**src/hdl/vrmp_pkg.sv**
```systemverilog
// shared types and constants for the motion profile block
package vrmp_pkg;

    localparam int DUR_W = 16;
    localparam int REQ_W = 2;

    typedef enum logic [REQ_W-1:0] {
        REQ_TICK     = 2'd0,
        REQ_RETARGET = 2'd1,
        REQ_JUMP     = 2'd2
    } vrmp_req_t;

    typedef struct packed {
        logic busy;
        logic done;
    } vrmp_unit_status_t;

endpackage

```
**src/hdl/vrmp_serial_mul.sv**
```systemverilog
// unsigned shift-add multiplier, one multiplier bit per cycle
module vrmp_serial_mul
    import vrmp_pkg::*;
#(
    parameter int A_W = 24,
    parameter int B_W = 24
) (
    input  logic                 aclk,
    input  logic                 aresetn,
    input  logic                 start,
    input  logic [A_W-1:0]       a,
    input  logic [B_W-1:0]       b,
    output vrmp_unit_status_t    status,
    output logic [A_W+B_W-1:0]   prod
);

    localparam int CNT_W = (B_W > 1) ? $clog2(B_W) : 1;

    logic [A_W-1:0]   a_reg, a_next;
    logic [A_W-1:0]   acc_reg, acc_next;
    logic [B_W-1:0]   mq_reg, mq_next;
    logic [CNT_W-1:0] cnt_reg, cnt_next;
    logic             busy_reg, busy_next;
    logic             done_reg, done_next;
    logic [A_W:0]     sum;

    assign sum = {1'b0, acc_reg} + (mq_reg[0] ? {1'b0, a_reg} : {(A_W+1){1'b0}});

    always_comb begin
        a_next    = a_reg;
        acc_next  = acc_reg;
        mq_next   = mq_reg;
        cnt_next  = cnt_reg;
        busy_next = busy_reg;
        done_next = 1'b0;
        if (start) begin
            a_next    = a;
            acc_next  = '0;
            mq_next   = b;
            cnt_next  = '0;
            busy_next = 1'b1;
        end else if (busy_reg) begin
            acc_next = sum[A_W:1];
            mq_next  = {sum[0], mq_reg[B_W-1:1]};
            cnt_next = cnt_reg + 1'b1;
            if (cnt_reg == CNT_W'(B_W - 1)) begin
                busy_next = 1'b0;
                done_next = 1'b1;
            end
        end
    end

    always_ff @(posedge aclk) begin
        if (!aresetn) begin
            busy_reg <= 1'b0;
            done_reg <= 1'b0;
            cnt_reg  <= '0;
        end else begin
            busy_reg <= busy_next;
            done_reg <= done_next;
            cnt_reg  <= cnt_next;
        end
        a_reg   <= a_next;
        acc_reg <= acc_next;
        mq_reg  <= mq_next;
    end

    assign status.busy = busy_reg;
    assign status.done = done_reg;
    assign prod        = {acc_reg, mq_reg};

endmodule

```
**src/hdl/vrmp_serial_div.sv**
```systemverilog
// restoring divider, one quotient bit per cycle
module vrmp_serial_div
    import vrmp_pkg::*;
#(
    parameter int N_W = 26,
    parameter int D_W = 32
) (
    input  logic              aclk,
    input  logic              aresetn,
    input  logic              start,
    input  logic [N_W-1:0]    dividend,
    input  logic [D_W-1:0]    divisor,
    output vrmp_unit_status_t status,
    output logic [N_W-1:0]    quotient
);

    localparam int CNT_W = (N_W > 1) ? $clog2(N_W) : 1;

    logic [N_W-1:0]   qd_reg, qd_next;
    logic [D_W-1:0]   rem_reg, rem_next;
    logic [D_W-1:0]   dvs_reg, dvs_next;
    logic [CNT_W-1:0] cnt_reg, cnt_next;
    logic             busy_reg, busy_next;
    logic             done_reg, done_next;
    logic [D_W:0]     trial;
    logic [D_W:0]     diff;
    logic             ge;

    assign trial = {rem_reg, qd_reg[N_W-1]};
    assign ge    = trial >= {1'b0, dvs_reg};
    assign diff  = trial - {1'b0, dvs_reg};

    always_comb begin
        qd_next   = qd_reg;
        rem_next  = rem_reg;
        dvs_next  = dvs_reg;
        cnt_next  = cnt_reg;
        busy_next = busy_reg;
        done_next = 1'b0;
        if (start) begin
            qd_next   = dividend;
            rem_next  = '0;
            dvs_next  = divisor;
            cnt_next  = '0;
            busy_next = 1'b1;
        end else if (busy_reg) begin
            rem_next = ge ? diff[D_W-1:0] : trial[D_W-1:0];
            qd_next  = {qd_reg[N_W-2:0], ge};
            cnt_next = cnt_reg + 1'b1;
            if (cnt_reg == CNT_W'(N_W - 1)) begin
                busy_next = 1'b0;
                done_next = 1'b1;
            end
        end
    end

    always_ff @(posedge aclk) begin
        if (!aresetn) begin
            busy_reg <= 1'b0;
            done_reg <= 1'b0;
            cnt_reg  <= '0;
        end else begin
            busy_reg <= busy_next;
            done_reg <= done_next;
            cnt_reg  <= cnt_next;
        end
        qd_reg  <= qd_next;
        rem_reg <= rem_next;
        dvs_reg <= dvs_next;
    end

    assign status.busy = busy_reg;
    assign status.done = done_reg;
    assign quotient    = qd_reg;

endmodule

```
**src/hdl/value_relaxation_motion_profile.sv**
```systemverilog
// top level of the accelerate-then-brake motion profile
//
// channel  dir  tdata                                    tuser
// s_       in   new_value, duration_ticks                req_type
// m_       out  current_out                              in_progress
//
// one word in at a time; s_tready is high while no word is in work
// tick at target, jump, unused kind, zero-duration retarget: IDLE, EXEC, DONE
// moving tick: EXEC, TDIFF, then TMUL, waiting on the bit-serial square and product
// other retarget: EXEC, RSQ, then RDIV, waiting on the serial duration square and divider
// a finished word waits in the output register; the next input is taken meanwhile
// reset is synchronous; the block is ready in the first cycle after reset
module value_relaxation_motion_profile
    import vrmp_pkg::*;
#(
    parameter int VALUE_WIDTH = 24,
    parameter int FRAC_BITS   = 8,
    localparam int S_DATA_W   = ((VALUE_WIDTH + DUR_W + 7) / 8) * 8,
    localparam int M_DATA_W   = ((VALUE_WIDTH + 7) / 8) * 8
) (
    input  logic                aclk,
    input  logic                aresetn,
    input  logic                s_tvalid,
    output logic                s_tready,
    input  logic [S_DATA_W-1:0] s_tdata,   // new_value, duration_ticks
    input  logic [REQ_W-1:0]    s_tuser,   // req_type
    output logic                m_tvalid,
    input  logic                m_tready,
    output logic [M_DATA_W-1:0] m_tdata,   // current_out
    output logic                m_tuser    // in_progress
);

    localparam int W  = VALUE_WIDTH;
    localparam int TT_W = 2 * DUR_W;
    localparam logic [W-1:0] V_MAX = {1'b0, {(W-1){1'b1}}};
    localparam logic [W-1:0] V_ONE = W'(1) << FRAC_BITS;

    typedef enum logic [2:0] {
        ST_IDLE,
        ST_EXEC,
        ST_TDIFF,
        ST_TMUL,
        ST_RSQ,
        ST_RDIV,
        ST_DONE
    } state_t;

    state_t             state_reg, state_next;
    logic [REQ_W-1:0]   req_reg, req_next;
    logic [W-1:0]       nv_reg, nv_next;
    logic [DUR_W-1:0]   dur_reg, dur_next;
    logic [W-1:0]       cur_reg, cur_next;
    logic [W-1:0]       tgt_reg, tgt_next;
    logic [W-1:0]       speed_reg, speed_next;
    logic [W-1:0]       accel_reg, accel_next;
    logic [W-1:0]       dist_reg, dist_next;
    logic               busy_reg, busy_next;
    logic               m_valid_reg, m_valid_next;
    logic [W-1:0]       m_data_reg, m_data_next;
    logic               m_flag_reg, m_flag_next;

    logic               tick_start, tt_start, div_start;
    vrmp_unit_status_t  sq_st, da_st, tt_st, dv_st;
    logic [2*W-1:0]     sq_prod, da_prod;
    logic [TT_W-1:0]    tt_prod;
    logic [W+1:0]       quot;

    logic signed [W:0]  cur_x, tgt_x, nv_x, spd_x, acc_x;
    logic signed [W:0]  step_dn, step_up, moved, dist_t, dist_r;
    logic [W:0]         spd_sum;
    logic signed [W:0]  spd_dif;
    logic [W-1:0]       spd_upd;

    assign cur_x = $signed({cur_reg[W-1], cur_reg});
    assign tgt_x = $signed({tgt_reg[W-1], tgt_reg});
    assign nv_x  = $signed({nv_reg[W-1], nv_reg});
    assign spd_x = $signed({1'b0, speed_reg});
    assign acc_x = $signed({1'b0, accel_reg});

    assign step_dn = cur_x - spd_x;
    assign step_up = cur_x + spd_x;

    always_comb begin
        if (cur_x > tgt_x) begin
            moved = (step_dn < tgt_x) ? tgt_x : step_dn;
        end else begin
            moved = (step_up > tgt_x) ? tgt_x : step_up;
        end
    end

    assign dist_t = (cur_x > tgt_x) ? (cur_x - tgt_x) : (tgt_x - cur_x);
    assign dist_r = (cur_x > nv_x) ? (cur_x - nv_x) : (nv_x - cur_x);

    assign spd_sum = {1'b0, speed_reg} + {1'b0, accel_reg};
    assign spd_dif = spd_x - acc_x;

    always_comb begin
        if (sq_prod < da_prod) begin
            if (spd_sum > {1'b0, V_MAX}) begin
                spd_upd = V_MAX;
            end else if (spd_sum < {1'b0, V_ONE}) begin
                spd_upd = V_ONE;
            end else begin
                spd_upd = spd_sum[W-1:0];
            end
        end else begin
            if (spd_dif < $signed({1'b0, V_ONE})) begin
                spd_upd = V_ONE;
            end else begin
                spd_upd = spd_dif[W-1:0];
            end
        end
    end

    always_comb begin
        state_next   = state_reg;
        req_next     = req_reg;
        nv_next      = nv_reg;
        dur_next     = dur_reg;
        cur_next     = cur_reg;
        tgt_next     = tgt_reg;
        speed_next   = speed_reg;
        accel_next   = accel_reg;
        dist_next    = dist_reg;
        busy_next    = busy_reg;
        m_valid_next = m_valid_reg && !m_tready;
        m_data_next  = m_data_reg;
        m_flag_next  = m_flag_reg;
        tick_start   = 1'b0;
        tt_start     = 1'b0;
        div_start    = 1'b0;
        case (state_reg)
            ST_IDLE: begin
                if (s_tvalid) begin
                    req_next   = s_tuser;
                    nv_next    = s_tdata[W-1:0];
                    dur_next   = s_tdata[W+DUR_W-1:W];
                    state_next = ST_EXEC;
                end
            end
            ST_EXEC: begin
                busy_next  = 1'b0;
                state_next = ST_DONE;
                case (req_reg)
                    REQ_TICK: begin
                        if (cur_reg == tgt_reg) begin
                            speed_next = '0;
                        end else begin
                            busy_next  = 1'b1;
                            cur_next   = moved[W-1:0];
                            state_next = ST_TDIFF;
                        end
                    end
                    REQ_RETARGET: begin
                        tgt_next  = nv_reg;
                        dist_next = dist_r[W-1:0];
                        if (dur_reg == '0) begin
                            accel_next = V_MAX;
                        end else begin
                            tt_start   = 1'b1;
                            state_next = ST_RSQ;
                        end
                    end
                    REQ_JUMP: begin
                        cur_next = nv_reg;
                    end
                    default: begin
                        cur_next = cur_reg;
                    end
                endcase
            end
            ST_TDIFF: begin
                dist_next  = dist_t[W-1:0];
                tick_start = 1'b1;
                state_next = ST_TMUL;
            end
            ST_TMUL: begin
                if (sq_st.done) begin
                    speed_next = spd_upd;
                    state_next = ST_DONE;
                end
            end
            ST_RSQ: begin
                if (tt_st.done) begin
                    div_start  = 1'b1;
                    state_next = ST_RDIV;
                end
            end
            ST_RDIV: begin
                if (dv_st.done) begin
                    if (quot > {2'b00, V_MAX}) begin
                        accel_next = V_MAX;
                    end else if (quot < {2'b00, V_ONE}) begin
                        accel_next = V_ONE;
                    end else begin
                        accel_next = quot[W-1:0];
                    end
                    state_next = ST_DONE;
                end
            end
            ST_DONE: begin
                if (!m_valid_reg || m_tready) begin
                    m_valid_next = 1'b1;
                    m_data_next  = cur_reg;
                    m_flag_next  = busy_reg;
                    state_next   = ST_IDLE;
                end
            end
            default: begin
                state_next = ST_IDLE;
            end
        endcase
    end

    always_ff @(posedge aclk) begin
        if (!aresetn) begin
            state_reg   <= ST_IDLE;
            m_valid_reg <= 1'b0;
            cur_reg     <= '0;
            tgt_reg     <= '0;
            speed_reg   <= '0;
            accel_reg   <= V_ONE;
        end else begin
            state_reg   <= state_next;
            m_valid_reg <= m_valid_next;
            cur_reg     <= cur_next;
            tgt_reg     <= tgt_next;
            speed_reg   <= speed_next;
            accel_reg   <= accel_next;
        end
        req_reg    <= req_next;
        nv_reg     <= nv_next;
        dur_reg    <= dur_next;
        dist_reg   <= dist_next;
        busy_reg   <= busy_next;
        m_data_reg <= m_data_next;
        m_flag_reg <= m_flag_next;
    end

    // speed squared
    vrmp_serial_mul #(.A_W(W), .B_W(W)) u_mul_sq (
        .aclk    (aclk),
        .aresetn (aresetn),
        .start   (tick_start),
        .a       (speed_reg),
        .b       (speed_reg),
        .status  (sq_st),
        .prod    (sq_prod)
    );

    // distance times acceleration
    vrmp_serial_mul #(.A_W(W), .B_W(W)) u_mul_da (
        .aclk    (aclk),
        .aresetn (aresetn),
        .start   (tick_start),
        .a       (dist_next),
        .b       (accel_reg),
        .status  (da_st),
        .prod    (da_prod)
    );

    // duration squared
    vrmp_serial_mul #(.A_W(DUR_W), .B_W(DUR_W)) u_mul_tt (
        .aclk    (aclk),
        .aresetn (aresetn),
        .start   (tt_start),
        .a       (dur_reg),
        .b       (dur_reg),
        .status  (tt_st),
        .prod    (tt_prod)
    );

    vrmp_serial_div #(.N_W(W + 2), .D_W(TT_W)) u_div (
        .aclk     (aclk),
        .aresetn  (aresetn),
        .start    (div_start),
        .dividend ({dist_reg, 2'b00}),
        .divisor  (tt_prod),
        .status   (dv_st),
        .quotient (quot)
    );

    assign s_tready = (state_reg == ST_IDLE);
    assign m_tvalid = m_valid_reg;
    assign m_tdata  = M_DATA_W'(m_data_reg);
    assign m_tuser  = m_flag_reg;

    a_idle_units: assert property (@(posedge aclk) disable iff (!aresetn)
        (s_tvalid && s_tready) |-> !(sq_st.busy || da_st.busy || tt_st.busy || dv_st.busy))
        else $error("word accepted while an arithmetic unit is busy");

    a_accel_floor: assert property (@(posedge aclk) disable iff (!aresetn)
        accel_reg >= V_ONE)
        else $error("acceleration below one");

    a_out_load: assert property (@(posedge aclk) disable iff (!aresetn)
        $rose(m_tvalid) |-> $past(state_reg == ST_DONE))
        else $error("output word appeared outside the done state");

    a_mul_pair: assert property (@(posedge aclk) disable iff (!aresetn)
        (state_reg == ST_TMUL && sq_st.done) |-> da_st.done)
        else $error("tick products finished out of step");

endmodule

```
**config.mk**
```make
export PLATFORM = sky130hd
export DESIGN_NAME = value_relaxation_motion_profile
export DESIGN_NICKNAME = d
export VERILOG_FILES = /design/src/hdl/vrmp_pkg.sv /design/src/hdl/vrmp_serial_mul.sv /design/src/hdl/vrmp_serial_div.sv /design/src/hdl/value_relaxation_motion_profile.sv
export SDC_FILE = /design/constraint.sdc
export NUM_CORES = 2
export LEC_CHECK = 0
export BUFFER_PORTS_ARGS = -buffer_cell sky130_fd_sc_hd__buf_2
export CORE_ASPECT_RATIO = 0.5
export CORE_MARGIN = 2
export CORE_UTILIZATION = 25
export CTS_BUF_LIST = sky130_fd_sc_hd__clkbuf_4 sky130_fd_sc_hd__clkbuf_8
export DETAILED_ROUTE_END_ITERATION = 7
export MAX_ROUTING_LAYER = met4
export SLEW_MARGIN = 20
export SYNTH_ARGS = -nofsm -noshare
export SYNTH_HDL_FRONTEND = slang
export SYNTH_SLANG_ARGS = --single-unit
```
**constraint.sdc**
```tcl
create_clock -name aclk -period 16.2 [get_ports aclk]
set_input_delay 0.81 -clock aclk [delete_from_list [all_inputs] [get_ports aclk]]
set_output_delay 0.81 -clock aclk [all_outputs]
set_load 0.01 [all_outputs]
```
=== Yosys cells after proc, flatten, opt, wreduce, memory -nomap -nowiden ===
Index checks and enable logic that the tools add are counted.

* Bits in registers: 500
* Bits of input ports: 46
* Output and inout bits: 27
* Word-level logic and storage cells: 186

* Add/subtract/negate cells: 16
* Magnitude comparators: 11
* Equal/unequal tests: 23
* Muxes and demuxes: 68
* Bitwise operators: 4
* Reduce and logical (&&, ||, !) cells: 27

{| class="wikitable"
|+ Operators with widths
! kind !! count
|-
| 2-to-1 mux 24 bit || 25
|-
| one-hot mux 24 bit (2 select lines) || 4
|-
| subtractor 24 bit || 4
|-
| adder 24 x 25 -> 25 bit || 3
|-
| 2-to-1 mux 26 bit || 2
|-
| > comparator 24 bit || 2
|-
| less-than comparator 48 bit || 1
|-
| 2-to-1 mux 16 bit || 3
|-
| greater-or-equal comparator 33 x 32 -> 1 bit || 1
|-
| 2-to-1 mux 32 bit || 1
|-
| subtractor 32 bit || 1
|-
| > comparator 26 x 23 -> 1 bit (second input constant) || 1
|-
| less-than comparator 26 x 9 -> 1 bit (second input constant) || 1
|-
| adder 24 x 24 -> 25 bit || 1
|-
| > comparator 25 x 23 -> 1 bit (second input constant) || 1
|-
| > comparator 25 x 24 -> 1 bit || 1
|-
| less-than comparator 25 x 10 -> 1 bit (second input constant) || 1
|-
| less-than comparator 25 x 24 -> 1 bit || 1
|-
| less-than comparator 25 x 9 -> 1 bit (second input constant) || 1
|-
| subtractor 24 x 24 -> 25 bit || 1
|-
| subtractor 24 x 25 -> 25 bit || 1
|-
| equality test 24 bit || 1
|-
| 2-to-1 mux 1 bit || 24
|-
| one-hot mux 3 bit (7 select lines) || 1
|-
| 29 further kinds || 66
|}

=== Logic depth before layout (Yosys ltp) ===
* Depth in word-level cells: 7
* Depth in mapped cells: 26
* Gate-level depth less buffers: 25

=== Hierarchy ===
Synthesis repeated with hierarchy kept, for this count alone.

* Cell total of the unflattened synthesis: 4119
* Area, all modules: 37008.0 µm²

{| class="wikitable"
|+ By module, submodules not included
! module !! times used !! cells each !! area each (µm²) !! sequential area each (µm²)
|-
| value_relaxation_motion_profile || 1 || 2457 || 19487.4 || 4524.3
|-
| vrmp_serial_div || 1 || 605 || 5968.2 || 2522.4
|-
| vrmp_serial_mul (u_mul_sq) || 1 || 404 || 4367.9 || 2062.0
|-
| vrmp_serial_mul (u_mul_da) || 1 || 395 || 4331.7 || 2062.0
|-
| vrmp_serial_mul (u_mul_tt) || 1 || 258 || 2852.7 || 1401.3
|}

=== Least setup slack after synthesis ===
Ideal clock, no wire load.

* Path type: register -> register
* Start point: register cur_reg[1]
* End point: register cur_reg[22]
* Setup time: 0.123 ns
* Data arrival time: 5.018 ns
* Required time: 16.077 ns
* Path slack: 11.059 ns
* Cell stages (with the launch flop): 25
* Path buffers: 1
* Clock period less this slack: 5.141 ns
* Path through: dfxtp_1 inv_1 fa_1 o21bai_1 a21oi_1 o21ai_0 nand3_1 a21boi_0 o31ai_1 o41ai_1 o31a_1 a21oi_1 o21bai_1 xnor2_1 ha_1 a211oi_1 o31ai_1 a311o_1 a31oi_1 nand3b_1 nand2_1 clkbuf_1 o211ai_1 a211oi_1 a21oi_1

* Cells in the longest elaborated chain, start to end: 6

{| class="wikitable"
|+ Ends and longest elaborated chain
! what !! RTL line !! text
|-
| from (decl) || value_relaxation_motion_profile.sv:52 || <nowiki>logic [W-1:0] cur_reg, cur_next;</nowiki>
|-
| from (signal assigned) || value_relaxation_motion_profile.sv:226 || <nowiki>cur_reg <= cur_next;</nowiki>
|-
| adder 24 x 25 -> 25 bit / subtractor 24 x 25 -> 25 bit (equally long branches) || value_relaxation_motion_profile.sv:81, value_relaxation_motion_profile.sv:80 ||
|-
| > comparator 25 x 24 -> 1 bit / less-than comparator 25 x 24 -> 1 bit (equally long branches) || value_relaxation_motion_profile.sv:87, value_relaxation_motion_profile.sv:85 ||
|-
| 2-to-1 mux 24 bit (on tied branches) || value_relaxation_motion_profile.sv:87, value_relaxation_motion_profile.sv:85 ||
|-
| 2-to-1 mux 24 bit || value_relaxation_motion_profile.sv:84 || <nowiki>if (cur_x > tgt_x) begin</nowiki>
|-
| 2-to-1 mux 24 bit || value_relaxation_motion_profile.sv:146 || <nowiki>if (cur_reg == tgt_reg) begin</nowiki>
|-
| one-hot mux 24 bit (2 select lines) || value_relaxation_motion_profile.sv:144 || <nowiki>case (req_reg)</nowiki>
|}

Several ways; a longest one is shown, not always the timed one. The select of a mux whose other input is x is not followed.
A chain may end at the register's enable or synchronous reset.

=== Final worst setup path ===
* Start point: register cur_reg[1]
* End point: register cur_reg[21]

The elaborated chain is that of the path after synthesis.

==> out/metrics.yaml <==
hold_path:
  worstHoldEndpoint: "nv_reg[0]"
  min_from: "s_tdata[0]"
  whs_path_depth: 1
  min_path_type: "in -> reg"
route:
  highest_layer: "met4"
  drt_iter0_drc: 2585
  dr.pass1.iters: 6
  num_vias: 30100
  wl_met3_um: 7520
  ant_nets: 0
  drt-wirelength-per-cell_um: 18.9
  wl_um: 115000
  drc: 0
  wl_met2_um: 50500
  viasPerCell: 4.96
  wl_met1_um: 53000
yosys:
  synth_seq_cells: 500
  synth_most_common_cell: "ha_1"
  synth.distinct_cells: 89
  synth_simple_gate_area_share: 0.154
  syn_nets: 4513
  synth_top_family_by_area: "compound AO/OA/AOI/OAI gates"
  postSynth.asyncResetShare: 0
  synth_top_area_cell: "edfxtp_1"
  synthTopCellsByArea: "edfxtp_1, dfxtp_1, ha_1, a21oi_1, nand2_1"
  ys.flop_type: "edfxtp_1"
  synthTopCellsByCount: "ha_1, nand2_1, a21oi_1"
  seq_area_frac_synth: 0.352
  yosysWarnings: 0
  synth_adder_area_share: 0.143
  synth_top_area_share: 0.213
  syn_avg_cell_area_sq_um: 8.74
  synth.cell_area_sq_um: 35600
  synth_compound_area_frac: 0.218
  synth_xor_xnor_area_share: 0.0515
  synth_edf_count: 252
  muxShareOfSynthArea: 0.0286
  synthCells: 4068
cts:
  numCtsBuffers: 90
  cts_resized: 0
  path_clk_slew_ns: 0.07
  cts_buffer_depth: 3
  cts_tree: "done"
  post-cts-setup-buffers: 0
  hold_buffers: 0
  clk_latency_ns: 0.74
  cts_root_buf: "clkbuf_8"
  cts_sinks: 500
  htreeDepth: 3
floorplan:
  core_sq_um: 141000
  io_pins: 73
  die_w_um: 537
  placementRows: 97
  die_area_sq_um: 146000
  die_y_um: 271
  start_util: 0.253
sta:
  timing.fmax_mhz: 151
  fin_skew_ns: 0.0490
  tightestPinTransition_ns: 1.16
  report.final.slew_viol_count: 0
  finalSetupTns_ns: 0
  rsz0062_at_grt: "false"
  maxSlewHeadroom: 0.218
  setup_viol: 0
  period_needed_ns: 6.61
  hold_viol: 0
  post-route-period-util: 0.408
  layout_setup_ws_ns: 9.59
critical_path:
  worstReg2RegStart: "cur_reg[1]"
  reg2regPathDepth: 24
  start_kind: "register"
  required_ns: 16.80
  path_class: "reg -> reg"
  r2r_slack_ns: 9.59
  arrival_ns: 7.21
  crit_path_end_kind: "register"
  crit_fanout: 19
  r2r_end: "cur_reg[21]"
global_routing:
  grt_pass1_vias: 28200
  grt_overflow_total: 0
  antenna_found_initial: 8
  track_usage: 0.158
  grt_pass1_wl_um: 174000
  grt_max_degree: 89
finish:
  area_growth_pct: 12.2
  post-route-util: 0.284
  drive_gt1_frac: 0.0798
  final_nets: 4539
  fin_cells: 6060
placed_design:
  dp_hpwl_um: 89200
  dpl.cell_count: 5883
  port_buffers: 72
  gp_congestion: 0.940
  dp_worst_setup_slack_ns: 9.61
power_and_ir_drop:
  peakVddDrop_mv: 0.295
  p_leak_uw: 0.0163
  p_per_area_nw_per_um2: 238
  finalPower_uw: 9510
flow_run:
  drv_cap: 0
status:
  outcome: "complete, no violations"
[cells by family (layout without fill, tap and decap cells)]
| family | count (synthesis) | in the layout |
|---|---|---|
| AOI/OAI and AO/OA | 1206 | 1206 |
| and+or+nand+nor | 1162 | 1162 |
| DFF | 500 | 500 |
| buffers and inverters | 491 | 594 |
| adders and majority gates | 399 | 399 |
| xor gates and xnor gates | 209 | 209 |
| muxes | 101 | 101 |
| other | 0 | 8 |
[final cells by class]
| cell class | instances | area [sq um] |
|---|---|---|
| Antenna cell | 8 | 20.0 |
| Clock buffer | 124 | 1580 |
| Clock inverter | 45 | 382 |
| Fill cell | 15100 | 101000 |
| Inverter | 309 | 1160 |
| Multi-Input combinational cell | 3077 | 21200 |
| Sequential cell | 500 | 12500 |
| Tap cell | 1881 | 2350 |
| Timing Repair Buffer | 116 | 691 |
[power breakdown]
group / switching [uW] / internal, uW
Combinational: 3960 / 2300
Sequential: 276 / 1670
Clock: 593 / 717
[metrics by stage]
step                      area, sq um  hold WS [ns]
after floorplan                 35600         0.400
after global placement          37900         0.431
after detailed placement        37900         0.437
after CTS                       39900         0.194
after global routing            39900         0.216
final                           39900         0.251
[cell usage in the layout (no fill, tap or decap), types with 17 or more instances in the layout]
cell      synthesis  routed
a22oi_1          17      17
a211oi_1         58      58
a31oi_1          34      34
nand2_1         380     379
mux2i_1          96      96
dfxtp_1         248     245
nand2b_1         43      43
or3_1            17      17
inv_1           303     301
nor4_1           21      21
nand3_1          43      43
buf_4             0      44
clkbuf_4          0      21
o21a_1           34      34
o31ai_1          21      21
buf_2            10      72
o21ai_0         266     266
edfxtp_1        252     252
xnor2_1         138     138
clkbuf_8          0     103
a21oi_1         351     351
nor2b_1          53      53
a21o_1          124     124
nor2_1          320     319
o21bai_1         61      61
and2_1           76      75
nand4_1          53      53
o221ai_1         19      19
o22ai_1          20      20
nor3_1           83      82
ha_1            387     387
xor2_1           71      71
clkinv_2          0      21
o211ai_1         21      21
[worst max path at each step]
stage                  endpoint  slack (ns)       start
global route        cur_reg[21]        8.97  cur_reg[1]
finish              cur_reg[21]        9.59  cur_reg[1]
global placement    cur_reg[21]        9.69  cur_reg[1]
CTS                 cur_reg[21]        9.61  cur_reg[1]
detailed placement  cur_reg[21]        9.61  cur_reg[1]
floorplan           cur_reg[22]       11.06  cur_reg[1]
[layer usage]
layer	track usage	vias to the layer above
met2	0.243	906
met4	0.0526	0
met5	-	-
li1	-	14700
met1	0.214	14200
met3	0.0203	177
[critical path, cell delays in order, from the launching register on]
cell and delay (ns):
dfxtp_1 0.60, inv_1 0.27, fa_1 0.51, o21bai_1 0.19, a21oi_1 0.14, o21ai_0 0.31, nand3_1 0.18, a21boi_0 0.33
o31ai_1 0.23, o41ai_1 0.60, o31a_1 0.22, a21oi_1 0.07, o21bai_1 0.16, xnor2_1 0.09, ha_1 0.20, a211oi_1 0.25
o31ai_1 0.11, a311o_1 0.28, a31oi_1 0.17, nand3b_1 0.09, buf_4 0.22, nand2_1 0.63, o21ai_0 0.16, a221o_1 0.30
a22o_1 0.19
Power figures use the tool's default switching activity.
